--- src/hw/rtl/scs_pkg.sv ---
`timescale 1ns / 1ps
// Package for the SQL comment stripper: transaction types, the per-byte step
// record and the character constants. It has no dependencies.
package scs_pkg;

    localparam logic [7:0] CH_SQUOTE = 8'h27;
    localparam logic [7:0] CH_DQUOTE = 8'h22;
    localparam logic [7:0] CH_MINUS  = 8'h2D;
    localparam logic [7:0] CH_SLASH  = 8'h2F;
    localparam logic [7:0] CH_STAR   = 8'h2A;
    localparam logic [7:0] CH_NL     = 8'h0A;

    localparam int unsigned QueueDepth = 4;

    typedef struct packed {
        logic [7:0] in_byte;
        logic       text_end;
    } in_item_t;

    typedef struct packed {
        logic [7:0] out_byte;
        logic       byte_valid;
        logic       end_of_text;
        logic       run_last;
    } out_item_t;

    typedef struct packed {
        logic [1:0] count;
        out_item_t  first;
        out_item_t  second;
    } step_t;

endpackage

--- src/hw/rtl/sql_comment_stripper.sv ---
`timescale 1ns / 1ps
// Top level of the SQL comment stripper: input register, scanner and result
// queue. Depends on scs_pkg, scs_scanner and scs_result_fifo.
//
// The block takes one text byte per cycle while item_stall is low. Each byte
// sits in an input register, the scanner turns it combinationally into zero,
// one or two result transactions, and these enter a four-entry result queue
// that delivers one transaction per cycle while result_stall is low. The first
// result of a byte is offered once the byte has passed the input register and
// been written into the queue, which waits for room. A byte that yields two
// results (a held '-' or '/' flushed ahead of the next byte) writes both at
// once, so a run of them is held back by the one-per-cycle queue read port.
// Input stall rises only when the queue holds more than two transactions.
module sql_comment_stripper
(
    input  logic               clk,
    input  logic               rst_n,
    input  scs_pkg::in_item_t  item,
    input  logic               item_valid,
    output logic               item_stall,
    output scs_pkg::out_item_t result,
    output logic               result_valid,
    input  logic               result_stall
);

    scs_pkg::in_item_t item_reg;
    logic              loaded_reg;
    logic              has_room;
    logic              advance;
    scs_pkg::step_t    step;

    assign advance    = loaded_reg && has_room;
    assign item_stall = loaded_reg && !has_room;

    always_ff @(posedge clk)
    begin
        if (item_valid && !item_stall)
        begin
            item_reg <= item;
        end
    end

    always_ff @(posedge clk or negedge rst_n)
    begin
        if (!rst_n)
        begin
            loaded_reg <= 1'b0;
        end
        else if (!item_stall)
        begin
            loaded_reg <= item_valid;
        end
    end

    scs_scanner u_scanner
    (
        .clk     (clk),
        .rst_n   (rst_n),
        .advance (advance),
        .item    (item_reg),
        .step    (step)
    );

    scs_result_fifo u_fifo
    (
        .clk          (clk),
        .rst_n        (rst_n),
        .push         (advance),
        .step         (step),
        .has_room     (has_room),
        .result       (result),
        .result_valid (result_valid),
        .result_stall (result_stall)
    );

endmodule

--- src/hw/rtl/scs_scanner.sv ---
`timescale 1ns / 1ps
// Scanner state and the combinational step that turns one text byte into up
// to two result transactions. Depends on scs_pkg.
module scs_scanner
(
    input  logic             clk,
    input  logic             rst_n,
    input  logic             advance,
    input  scs_pkg::in_item_t item,
    output scs_pkg::step_t   step
);

    typedef enum logic [2:0] {
        MODE_NORMAL  = 3'd0,
        MODE_LITERAL = 3'd1,
        MODE_LINE    = 3'd2,
        MODE_BLOCK   = 3'd3,
        MODE_STAR    = 3'd4
    } mode_t;

    typedef enum logic [1:0] {
        HELD_NONE  = 2'd0,
        HELD_MINUS = 2'd1,
        HELD_SLASH = 2'd2
    } held_t;

    mode_t      mode_reg, mode_next;
    held_t      held_reg, held_next;
    logic       dquote_reg, dquote_next;
    logic [1:0] n_emit;
    logic [7:0] byte0, byte1;
    logic [7:0] c;
    logic [7:0] close_quote;
    logic       last;

    assign c           = item.in_byte;
    assign last        = item.text_end;
    assign close_quote = dquote_reg ? scs_pkg::CH_DQUOTE : scs_pkg::CH_SQUOTE;

    always_comb
    begin
        mode_next   = mode_reg;
        held_next   = held_reg;
        dquote_next = dquote_reg;
        n_emit      = 2'd0;
        byte0       = 8'd0;
        byte1       = 8'd0;
        case (mode_reg)
            MODE_LITERAL:
            begin
                byte0  = c;
                n_emit = 2'd1;
                if (c == close_quote)
                begin
                    mode_next = MODE_NORMAL;
                end
            end
            MODE_LINE:
            begin
                if (c == scs_pkg::CH_NL)
                begin
                    byte0     = c;
                    n_emit    = 2'd1;
                    mode_next = MODE_NORMAL;
                end
            end
            MODE_BLOCK:
            begin
                if (c == scs_pkg::CH_STAR)
                begin
                    mode_next = MODE_STAR;
                end
            end
            MODE_STAR:
            begin
                if (c == scs_pkg::CH_SLASH)
                begin
                    mode_next = MODE_NORMAL;
                end
                else if (c != scs_pkg::CH_STAR)
                begin
                    mode_next = MODE_BLOCK;
                end
            end
            default:
            begin
                mode_next = MODE_NORMAL;
                held_next = HELD_NONE;
                if (held_reg == HELD_MINUS && c == scs_pkg::CH_MINUS)
                begin
                    mode_next = MODE_LINE;
                end
                else if (held_reg == HELD_SLASH && c == scs_pkg::CH_STAR)
                begin
                    mode_next = MODE_BLOCK;
                end
                else
                begin
                    if (held_reg == HELD_MINUS)
                    begin
                        byte0  = scs_pkg::CH_MINUS;
                        n_emit = 2'd1;
                    end
                    else if (held_reg == HELD_SLASH)
                    begin
                        byte0  = scs_pkg::CH_SLASH;
                        n_emit = 2'd1;
                    end
                    if (c == scs_pkg::CH_MINUS)
                    begin
                        held_next = HELD_MINUS;
                    end
                    else if (c == scs_pkg::CH_SLASH)
                    begin
                        held_next = HELD_SLASH;
                    end
                    else
                    begin
                        if (c == scs_pkg::CH_SQUOTE || c == scs_pkg::CH_DQUOTE)
                        begin
                            mode_next   = MODE_LITERAL;
                            dquote_next = (c == scs_pkg::CH_DQUOTE);
                        end
                        if (n_emit == 2'd0)
                        begin
                            byte0 = c;
                        end
                        else
                        begin
                            byte1 = c;
                        end
                        n_emit = n_emit + 2'd1;
                    end
                end
            end
        endcase

        if (last)
        begin
            if (held_next == HELD_MINUS || held_next == HELD_SLASH)
            begin
                if (n_emit == 2'd0)
                begin
                    byte0 = (held_next == HELD_MINUS) ? scs_pkg::CH_MINUS
                                                      : scs_pkg::CH_SLASH;
                end
                else
                begin
                    byte1 = (held_next == HELD_MINUS) ? scs_pkg::CH_MINUS
                                                      : scs_pkg::CH_SLASH;
                end
                n_emit = n_emit + 2'd1;
            end
            mode_next   = MODE_NORMAL;
            held_next   = HELD_NONE;
            dquote_next = 1'b0;
        end
    end

    always_comb
    begin
        step.first.out_byte    = byte0;
        step.first.byte_valid  = 1'b1;
        step.first.end_of_text = last && (n_emit == 2'd1);
        step.first.run_last    = (n_emit == 2'd1);
        step.second.out_byte    = byte1;
        step.second.byte_valid  = 1'b1;
        step.second.end_of_text = last;
        step.second.run_last    = 1'b1;
        step.count = n_emit;
        if (last && n_emit == 2'd0)
        begin
            step.count             = 2'd1;
            step.first.out_byte    = 8'd0;
            step.first.byte_valid  = 1'b0;
            step.first.end_of_text = 1'b1;
            step.first.run_last    = 1'b1;
        end
    end

    always_ff @(posedge clk or negedge rst_n)
    begin
        if (!rst_n)
        begin
            mode_reg   <= MODE_NORMAL;
            held_reg   <= HELD_NONE;
            dquote_reg <= 1'b0;
        end
        else if (advance)
        begin
            mode_reg   <= mode_next;
            held_reg   <= held_next;
            dquote_reg <= dquote_next;
        end
    end

endmodule

--- src/hw/rtl/scs_result_fifo.sv ---
`timescale 1ns / 1ps
// Small result queue that takes one or two transactions per cycle and hands
// out one per cycle while result_stall is low. Depends on scs_pkg.
module scs_result_fifo
(
    input  logic               clk,
    input  logic               rst_n,
    input  logic               push,
    input  scs_pkg::step_t     step,
    output logic               has_room,
    output scs_pkg::out_item_t result,
    output logic               result_valid,
    input  logic               result_stall
);

    localparam int unsigned PtrW = $clog2(scs_pkg::QueueDepth);
    localparam int unsigned CntW = $clog2(scs_pkg::QueueDepth + 1);

    scs_pkg::out_item_t mem [scs_pkg::QueueDepth];
    logic [PtrW-1:0] wr_ptr_reg, wr_ptr_next;
    logic [PtrW-1:0] rd_ptr_reg, rd_ptr_next;
    logic [CntW-1:0] count_reg, count_next;
    logic [1:0]      push_cnt;
    logic            pop;

    assign pop          = result_valid && !result_stall;
    assign push_cnt     = push ? step.count : 2'd0;
    assign result_valid = (count_reg != '0);
    assign result       = mem[rd_ptr_reg];
    assign has_room     = (count_reg <= CntW'(scs_pkg::QueueDepth - 2));
    assign wr_ptr_next  = wr_ptr_reg + PtrW'(push_cnt);
    assign rd_ptr_next  = rd_ptr_reg + PtrW'(pop);
    assign count_next   = count_reg + CntW'(push_cnt) - CntW'(pop);

    always_ff @(posedge clk)
    begin
        if (push && step.count != 2'd0)
        begin
            mem[wr_ptr_reg] <= step.first;
        end
        if (push && step.count == 2'd2)
        begin
            mem[wr_ptr_reg + PtrW'(1)] <= step.second;
        end
    end

    always_ff @(posedge clk or negedge rst_n)
    begin
        if (!rst_n)
        begin
            wr_ptr_reg <= '0;
            rd_ptr_reg <= '0;
            count_reg  <= '0;
        end
        else
        begin
            wr_ptr_reg <= wr_ptr_next;
            rd_ptr_reg <= rd_ptr_next;
            count_reg  <= count_next;
        end
    end

endmodule

--- config.mk ---
export PLATFORM = sky130hd
export DESIGN_NAME = sql_comment_stripper
export DESIGN_NICKNAME = d
export VERILOG_FILES = /design/src/hw/rtl/scs_pkg.sv /design/src/hw/rtl/sql_comment_stripper.sv /design/src/hw/rtl/scs_scanner.sv /design/src/hw/rtl/scs_result_fifo.sv
export SDC_FILE = /design/constraint.sdc
export NUM_CORES = 1
export LEC_CHECK = 0
export BUFFER_PORTS_ARGS = -buffer_cell sky130_fd_sc_hd__buf_2
export CAP_MARGIN = 15
export CORE_UTILIZATION = 30
export CTS_CLUSTER_DIAMETER = 30
export CTS_CLUSTER_SIZE = 28
export DETAILED_ROUTE_END_ITERATION = 12
export HOLD_SLACK_MARGIN = 0.12
export SKIP_CTS_REPAIR_TIMING = 1
export SYNTH_ARGS = -nofsm -noshare
export SYNTH_HDL_FRONTEND = slang
export SYNTH_SLANG_ARGS = --single-unit
--- constraint.sdc ---
create_clock -name clk -period 4.6 [get_ports clk]
set_clock_uncertainty 0.05 [all_clocks]
set_input_delay 0.92 -clock clk [delete_from_list [all_inputs] [get_ports clk]]
set_output_delay 0.92 -clock clk [all_outputs]
set_load 0.05 [all_outputs]
# Word-level counts from Yosys, hierarchy flattened
# Memories as Yosys holds them, arrays and structs flattened.
# Index checks and enable logic that the tools add are counted.
totals:
  input_bits: 13
  regBits: 23
  mem_bits_rw: 44
  out_inout_bits: 13
  mem_count: 1
classes:
  mux: 67
  eq_ne: 27
  n_reduce_logical: 25
  order_cmp: 1
  addsub: 7
mem_list:
  columns: ["memory", "words", "width", "rd", "rd_clocked_by_memory_dff", "write_ports", "line_no", "rtl"]
  rows:
  - ["u_fifo.mem", 4, 11, 1, 0, 2, "scs_result_fifo.sv:19", "scs_pkg::out_item_t mem [scs_pkg::QueueDepth];"]
ops:
  columns: ["cell", "count"]
  rows:
  - ["8-bit 2-to-1 mux", 19]
  - ["8-bit by 6-bit == test with 1-bit output, second input constant", 5]
  - ["2-bit 2-to-1 mux", 18]
  - ["3-bit 2-to-1 mux", 11]
  - ["8-bit case mux with 3 select lines", 1]
  - ["1-bit 2-to-1 mux", 14]
  - ["13-bit 2-to-1 mux", 1]
  - ["3-bit case mux with 4 select lines", 1]
  - ["1-bit logical AND", 10]
  - ["3-bit by 2-bit != test with 1-bit output, second input constant", 3]
  - ["8-bit by 4-bit == test with 1-bit output, second input constant", 1]
  - ["8-bit == test", 1]
  - ["2-bit != test, second input constant", 4]
  - ["8-bit by 6-bit != test with 1-bit output, second input constant", 1]
  - ["7-bit AND reduction", 1]
  - ["2-bit by 1-bit adder with 2-bit output, second input constant", 3]
  - ["2-bit by 1-bit == test with 1-bit output, second input constant", 3]
  - ["2-bit == test, second input constant", 3]
  - ["3-bit by 2-bit == test with 1-bit output, second input constant", 2]
  - ["2-bit logical NOT", 3]
  - ["6-bit 2-to-1 mux", 1]
  - ["2-bit case mux with 3 select lines", 1]
  - ["5-bit AND reduction", 1]
  - ["4-bit by 2-bit != test with 1-bit output, second input constant", 1]
  - ["other kinds (14)", 18]

# Depth between registers and ports, before layout
# Gate-level depths: netlist (run 1).
depth:
  ltp_word: 22
  depth_mapped: 17

# Hierarchy
# A second synthesis (run 1) with hierarchy kept.
unflattened:
  cells_unflattened: 337
  hier_area_um2: 4103.9
modules_own_cells:
  columns: ["module", "n_inst", "area_each_um2", "seq_area_each_um2", "cells_each"]
  rows:
  - ["scs_result_fifo", 1, 2596.2, 1496.4, 154]
  - ["scs_scanner", 1, 1173.6, 150.1, 168]
  - ["sql_comment_stripper", 1, 334.1, 295.3, 15]

# Least setup slack after synthesis (run 1)
# No wires, ideal clock.
synth_path:
  path_type: "reg2reg"
  start: "register item_reg[5] (netlist bit)"
  end: "register u_fifo.count_reg[2]"
  t_required_ns: 4.427
  synth_period_minus_slack_ns: 4.229
  setup_ns: 0.123
  n_path_buf: 3
  arrival_time_ns: 4.056
  setup_slack_ns: 0.371
  stages_incl_launch_ff: 16
  cell_sequence: "edfxtp_1 or4b_1 clkbuf_2 o32ai_2 buf_2 nor4_1 a21o_1 ha_1 nor2b_1 clkbuf_1 o2bb2a_1 nand2_1 a21oi_1 ha_1 fa_1 xnor2_1"
synth_between:
  elab_chain_len: 16
  word_cells_on_any_way: 29
synth_lines:
  columns: ["element", "line_no", "rtl"]
  rows:
  - ["from (decl)", "sql_comment_stripper.sv:26", "scs_pkg::in_item_t item_reg;"]
  - ["from (signal assigned)", "sql_comment_stripper.sv:39", "item_reg <= item;"]
  - ["branches (longest 9 deep; another with 2-bit by 1-bit adder with 2-bit output)", null, null]
  - ["2-bit 2-to-1 mux (*)", "scs_scanner.sv:138", "if (last)"]
  - ["2-bit logical NOT", "scs_scanner.sv:171", "if (last && n_emit == 2'd0)"]
  - ["1-bit logical AND", "scs_scanner.sv:171", null]
  - ["13-bit 2-to-1 mux (*)", "scs_scanner.sv:171", null]
  - ["2-bit 2-to-1 mux (*)", "scs_result_fifo.sv:27", "assign push_cnt = push ? step.count : 2'd0;"]
  - ["3-bit by 2-bit adder with 3-bit output (*)", "scs_result_fifo.sv:33", "assign count_next = count_reg + CntW'(push_cnt) - CntW'(pop);"]
  - ["3-bit by 1-bit subtractor with 3-bit output (*)", "scs_result_fifo.sv:33", null]
  - ["via u_fifo.count_next[2]", "scs_result_fifo.sv:22", "logic [CntW-1:0] count_reg, count_next;"]
  - ["to (signal assigned)", "scs_result_fifo.sv:59", "count_reg <= count_next;"]
  - ["to (decl)", "scs_result_fifo.sv:22", null]
# Mark *: on every way through the listed nets, which the timed path passes.
# A chain may end at the register's enable or synchronous reset.

# Worst setup path in the final report (run 1)
# Same ends and word-level chain as after synthesis.

==> results.sh, run 1 <==
export IMPL_outcome="completed"
export IMPL_viasPerCell=5.453
export IMPL_die_width_um=114.6
export IMPL_drt_initial_drc_count=229
export IMPL_synth_top_flop_cell="edfxtp_1"
export IMPL_dieArea_um2=13130
export IMPL_yosysTopAreaCellShare_pct=35.55
export IMPL_stdcell_count=528
export IMPL_hp_class="in -> async"
export IMPL_cts_tree="done"
export IMPL_endpoint_kind="register"
export IMPL_r2r_cells=13
export IMPL_async_reset_ff_share_pct=20.90
export IMPL_grt_overflow_total=0
export IMPL_drc=0
export IMPL_synth_cells=326
export IMPL_place_gp_congestion=0.8447
export IMPL_grt_pass1_wl_um=15390
export IMPL_power_density_nw_per_um2=721.9
export IMPL_synth_edf_count=45
export IMPL_multi_input_area_um2=1775
export IMPL_drt_wl_total_um=9196
export IMPL_num_io_pins=26
export IMPL_portBuffers=25
export IMPL_largest_reg_flops=44
export IMPL_cp_start_kind="register"
export IMPL_whs_ns=0.4255
export IMPL_yosysMostFrequentCell="edfxtp_1"
export IMPL_critPathLaunch="item_reg[5]$_DFFE_PP_"
export IMPL_rsz0062_at_grt="no"
export IMPL_track_usage_pct=15.43
export IMPL_final_nets=380
export IMPL_worstSetupPathType="reg -> reg"
export IMPL_arrival_ns=4.35
export IMPL_path_max_fanout=10
export IMPL_die_h_um=114.6
export IMPL_fin_crit_sh_pct=90.89
export IMPL_dr_total_vias=2879
export IMPL_htreeDepth=3
export IMPL_synth_area_leader_cell="edfxtp_1"
export IMPL_row_count=40
export IMPL_ys_ff_latch=67
export IMPL_peakVddDrop_mv=0.2317
export IMPL_required_ns=4.77
export IMPL_cts_buffers_inserted=9
export IMPL_final_max_slew_viol_count=0
export IMPL_clk_path_buf_depth=2
export IMPL_syn_nets=351
export IMPL_slew_headroom_pct=47.89
export IMPL_grt_pass1_vias=2939
export IMPL_diodes=0
export IMPL_final_antenna_net_count=0
export IMPL_drv_cap=0
export IMPL_yosys_top_cells_count="45 x edfxtp_1, 26 x nand2_1, 22 x o22ai_1"
export IMPL_synth_area_um2=3801
export IMPL_ys_types=65
export IMPL_dr_pass1_iters=5
export IMPL_timing_fmax_mhz=239.2
export IMPL_p_leak_nw=1.557
export IMPL_dp_hpwl_um=6664
export IMPL_cts_sinks=67
export IMPL_drive_gt1_share_pct=24.44
export IMPL_finalSetupViolCount=0
export IMPL_clkLatencyLatePin_ns=0.33
export IMPL_register_area_um2=1862
export IMPL_placed_area_um2=4115
export IMPL_post_route_cell_area_um2=4424
export IMPL_initial_core_util_pct=31.26
export IMPL_synth_area_top_cells="edfxtp_1 36%, dfrtp_1 9.2%, mux4_2 6.5%"
export IMPL_dpl_cell_count=512
export IMPL_nFillCells=1204
export IMPL_hold_viol=0
export IMPL_antenna_found_initial=0
export IMPL_path_clk_slew_ns=0.06
export IMPL_post_drt_wl_per_cell_um=17.42
export IMPL_reg2reg_slack_ns=0.42
export IMPL_endpoint="u_fifo.count_reg[2]$_DFF_PN0_"
export IMPL_syn_avg_cell_area_um2=11.66
export IMPL_tns_ns=0
export IMPL_core_um2=12160
export IMPL_syn_to_final_growth_pct=16.39
export IMPL_reg2reg_from="item_reg[5]$_DFFE_PP_"
export IMPL_synth_warnings=0
export IMPL_cts_root_buf="clkbuf_16"
export IMPL_reg2reg_to="u_fifo.count_reg[2]$_DFF_PN0_"
export IMPL_tightest_slew_ns=0.7816
export IMPL_grt_start_max_net_pins=15
export IMPL_yosysSeqAreaShare_pct=48.98
export IMPL_period_minus_slack_ns=4.181
-- critical path, cell delays in order (launching register included) --
cell and delay (ns):
edfxtp_1 0.45, or4b_1 0.70, o32ai_2 0.41, nor4_1 0.12, a21o_1 0.17, ha_1 0.28
nand2b_1 0.18, o211ai_1 0.17, o21ai_2 0.44, nand2_1 0.16, ha_1 0.31, inv_1 0.05
fa_1 0.43, xnor2_1 0.14
-- per-stage QoR --
step                      util (%)  total power (W)  setup slack (ns)
final                        36.38         0.003194            0.4189
after global routing         36.38         0.003397            0.1274
after global placement       33.84         0.002459            0.5335
after floorplan                  -         0.002136            0.3711
after detailed placement     33.84         0.002500            0.4031
after CTS                    36.38         0.003220            0.3968
-- placed cells by master (no fill, tap or decap), types with 6 or more instances in the layout --
cell / synthesis / final
buf_4: 0 / 12
o211ai_1: 6 / 6
nand3_1: 10 / 10
o21ai_0: 6 / 6
inv_1: 14 / 14
o32ai_1: 12 / 12
nand2_1: 26 / 26
o31ai_1: 11 / 11
a21oi_1: 14 / 14
buf_2: 1 / 25
nor3_1: 7 / 7
o22ai_1: 22 / 22
dfrtp_1: 14 / 14
clkbuf_16: 0 / 9
nor2_1: 15 / 15
ha_1: 11 / 11
mux4_2: 11 / 11
edfxtp_1: 45 / 45
dfxtp_1: 8 / 8
-- how the worst min path moves through the flow --
stage                                  startpoint                                end  slack (ns)  cells past startpoint
floorplan           u_fifo.mem[1][2]$_SDFFE_PP1N_      u_fifo.mem[1][2]$_SDFFE_PP1N_        0.38                      2
global placement    u_fifo.mem[1][0]$_SDFFE_PP1N_      u_fifo.mem[1][0]$_SDFFE_PP1N_        0.41                      2
detailed placement  u_fifo.mem[3][0]$_SDFFE_PP1N_      u_fifo.mem[3][0]$_SDFFE_PP1N_        0.41                      2
CTS                 u_fifo.mem[3][0]$_SDFFE_PP1N_      u_fifo.mem[3][0]$_SDFFE_PP1N_        0.42                      2
global route                                rst_n  u_scanner.mode_reg[1]$_DFFE_PN0P_        0.45                      1
finish                                      rst_n     u_fifo.rd_ptr_reg[1]$_DFF_PN0_        0.43                      1
-- final cells by class --
type / instances / area share, %
Tap cell: 168 / 4.751
Clock inverter: 7 / 1.895
Sequential cell: 67 / 42.08
Inverter: 14 / 1.188
Clock buffer: 9 / 5.091
Multi-Input combinational cell: 226 / 40.13
Timing Repair Buffer: 37 / 4.864
-- report_power, final --
part / total (W) / switching [W] / internal, W
clock: 0.000713 / 0.000284 / 0.000429
sequential: 0.00102 / 0.000167 / 0.000850
combinational: 0.00146 / 0.000958 / 0.000506
-- kinds of logic (layout without fill, tap and decap cells) --
logic type,Yosys count,in the layout,synth area share (%)
flops,67,67,48.98
simple gates,91,91,13.13
buf+inv,33,67,4.312
compound gates,104,104,20.90
fa+ha+maj,12,12,4.147
xor+xnor,5,5,1.152
mux,14,14,7.373
-- metal layers --
metal | vias to the layer above | wire length [um] | share of wire [%] | global-route usage [%]
met3 | 11 | 646 | 7.0 | 3.812
li1 | 1368 | - | - | -
met1 | 1399 | 4126 | 45 | 20.03
met5 | - | 0 | 0 | 0
met4 | 0 | 114 | 1.2 | 5.108
met2 | 101 | 4308 | 47 | 25.17
(Power assumes the default switching activity.)
==> run 2, diff against run 1 <==
- PLACE_DENSITY_LB_ADDON: unset -> 0.25
==> results.sh, run 2 (same netlist as run 1, synthesis figures left out) <==
export IMPL_grt_start_max_net_pins=15
export IMPL_diodes=0
export IMPL_core_um2=12160
export IMPL_drive_gt1_share_pct=24.44
export IMPL_switchingPower_w=0.001394
export IMPL_rsz0062_at_grt="no"
export IMPL_drt_wl_total_um=9319
export IMPL_place_gp_congestion=0.8073
export IMPL_die_width_um=114.6
export IMPL_endpoint_kind="register"
export IMPL_p_leak_nw=1.551
export IMPL_initial_core_util_pct=31.26
export IMPL_required_ns=4.77
export IMPL_power_density_nw_per_um2=717.8
export IMPL_worstSetupPathType="reg -> reg"
export IMPL_max_stage_delay_ns=0.72
export IMPL_arrival_ns=4.35
export IMPL_hold_viol=0
export IMPL_tightest_slew_ns=0.7845
export IMPL_final_max_slew_viol_count=0
export IMPL_grt_overflow_total=0
export IMPL_layout_commonest_cell="edfxtp_1"
export IMPL_place_worst_setup_slack_ns=0.4366
export IMPL_critPathTopFamily="compound AO/OA/AOI/OAI gates"
export IMPL_tns_ns=0
export IMPL_p_seq_share_pct=32.0
export IMPL_drc=0
export IMPL_die_h_um=114.6
export IMPL_grt_pass1_vias=2880
export IMPL_final_nets=380
export IMPL_clkLatencyLatePin_ns=0.33
export IMPL_timing_fmax_mhz=239.0
export IMPL_portBuffers=25
export IMPL_crit_slowest_cell="or4b_1"
export IMPL_hp_class="in -> async"
export IMPL_critPathBufInv=1
export IMPL_viasPerCell=5.354
export IMPL_p_sw_share_pct=43.98
export IMPL_r2r_cells=13
export IMPL_htreeDepth=3
export IMPL_grt_pass1_wl_um=15320
export IMPL_final_antenna_net_count=0
export IMPL_finalSetupViolCount=0
export IMPL_reg2reg_to="u_fifo.count_reg[2]$_DFF_PN0_"
export IMPL_syn_to_final_growth_pct=16.19
export IMPL_slew_headroom_pct=47.58
export IMPL_crit_chain="or4b_1 -> o32ai_2 -> buf_4 -> nor2_1 -> a21oi_1 -> ha_1 -> nand2b_1 -> a2111o_1 -> o211ai_4 -> a21oi_1 -> ha_1 -> fa_1 -> xnor2_1"
export IMPL_drv_cap=0
export IMPL_clockPowerShare_pct=21.7
export IMPL_cts_sinks=67
export IMPL_internal_power_w=0.001776
export IMPL_period_minus_slack_ns=4.185
export IMPL_outcome="completed"
export IMPL_num_io_pins=26
export IMPL_cts_root_buf="clkbuf_16"
export IMPL_post_drt_wl_per_cell_um=17.65
export IMPL_dieArea_um2=13130
export IMPL_cp_depth=13
export IMPL_drt_initial_drc_count=117
export IMPL_path_clk_slew_ns=0.06
export IMPL_track_usage_pct=15.45
export IMPL_peakVddDrop_mv=0.2574
export IMPL_row_count=40
export IMPL_reg2reg_from="item_reg[5]$_DFFE_PP_"
export IMPL_cts_tree="done"
export IMPL_dr_total_vias=2827
export IMPL_largest_reg_flops=44
export IMPL_fin_crit_sh_pct=90.97
export IMPL_path_max_fanout=12
export IMPL_dp_hpwl_um=6698
export IMPL_cts_buffers_inserted=9
export IMPL_dr_pass1_iters=4
export IMPL_final_cell_mix="45 x edfxtp_1, 26 x nand2_1, 25 x buf_2, 22 x o22ai_1, 15 x nor2_1"
export IMPL_finalWorstSetupSlack_ns=0.4152
export IMPL_cp_start_kind="register"
export IMPL_combPwrFrac_pct=46.2
export IMPL_antenna_found_initial=0
export IMPL_reg2reg_slack_ns=0.42
export IMPL_clk_path_buf_depth=2
[run 2: worst max path at each step]
stage	startpoint	slack, ns	end
finish	item_reg[5]$_DFFE_PP_	0.42	u_fifo.count_reg[2]$_DFF_PN0_
global placement	item_reg[5]$_DFFE_PP_	0.56	u_fifo.count_reg[2]$_DFF_PN0_
floorplan	item_reg[5]$_DFFE_PP_	0.37	u_fifo.count_reg[2]$_DFF_PN0_
global route	item_reg[5]$_DFFE_PP_	0.11	u_fifo.count_reg[2]$_DFF_PN0_
CTS	item_reg[5]$_DFFE_PP_	0.42	u_fifo.count_reg[2]$_DFF_PN0_
detailed placement	item_reg[5]$_DFFE_PP_	0.44	u_fifo.count_reg[2]$_DFF_PN0_
[run 2: final cells by class]
class / instances / area (um^2)
inverter: 14 / 52.55
multi-input combinational: 226 / 1775
tap: 168 / 210.2
fill: 1221 / 7745
timing repair buffer: 37 / 215.2
clock inverter: 7 / 76.32
sequential: 67 / 1862
clock buffer: 9 / 225.2
[run 2: metrics by stage]
stage | instance area, um^2 | util (%) | hold WS [ns] | std cells | total power [W]
3_5_place_dp | 4115 | 33.84 | 0.4107 | 512 | 0.002505
5_1_grt | 4417 | 36.32 | 0.4468 | 528 | 0.003360
3_3_place_gp | 4115 | 33.84 | 0.3988 | 512 | 0.002478
2_1_floorplan | 3801 | - | 0.3801 | 326 | 0.002136
6_report | 4417 | 36.32 | 0.4243 | 528 | 0.003170
4_1_cts | 4417 | 36.32 | 0.4243 | 528 | 0.003195
[run 2: worst reg2reg max path, delay by kind of cell, from the launching register on]
family,cells,cell delay (ns)
compound gates,5,1.32
simple gates,3,1.01
fa+ha+maj,3,0.85
flops,1,0.47
buf+inv,1,0.24
xor+xnor,1,0.13
[run 2: metal layers]
| metal | track usage, % | vias up | share of wire (%) |
|---|---|---|---|
| met1 | 20.02 | 1385 | 47 |
| li1 | - | 1360 | - |
| met4 | 6.407 | 0 | 2.1 |
| met5 | 0 | - | 0 |
| met3 | 3.812 | 19 | 4.7 |
| met2 | 24.65 | 63 | 46 |
[run 2: power groups by stage]
stage | Combinational (W) | Sequential (W) | Clock (W)
6_report | 0.00147 | 0.00102 | 0.000689
5_1_grt | 0.00158 | 0.00104 | 0.000733
4_1_cts | 0.00147 | 0.00102 | 0.000699
3_5_place_dp | 0.00147 | 0.00103 | 0
3_3_place_gp | 0.00145 | 0.00102 | 0
2_1_floorplan | 0.00121 | 0.000931 | 0
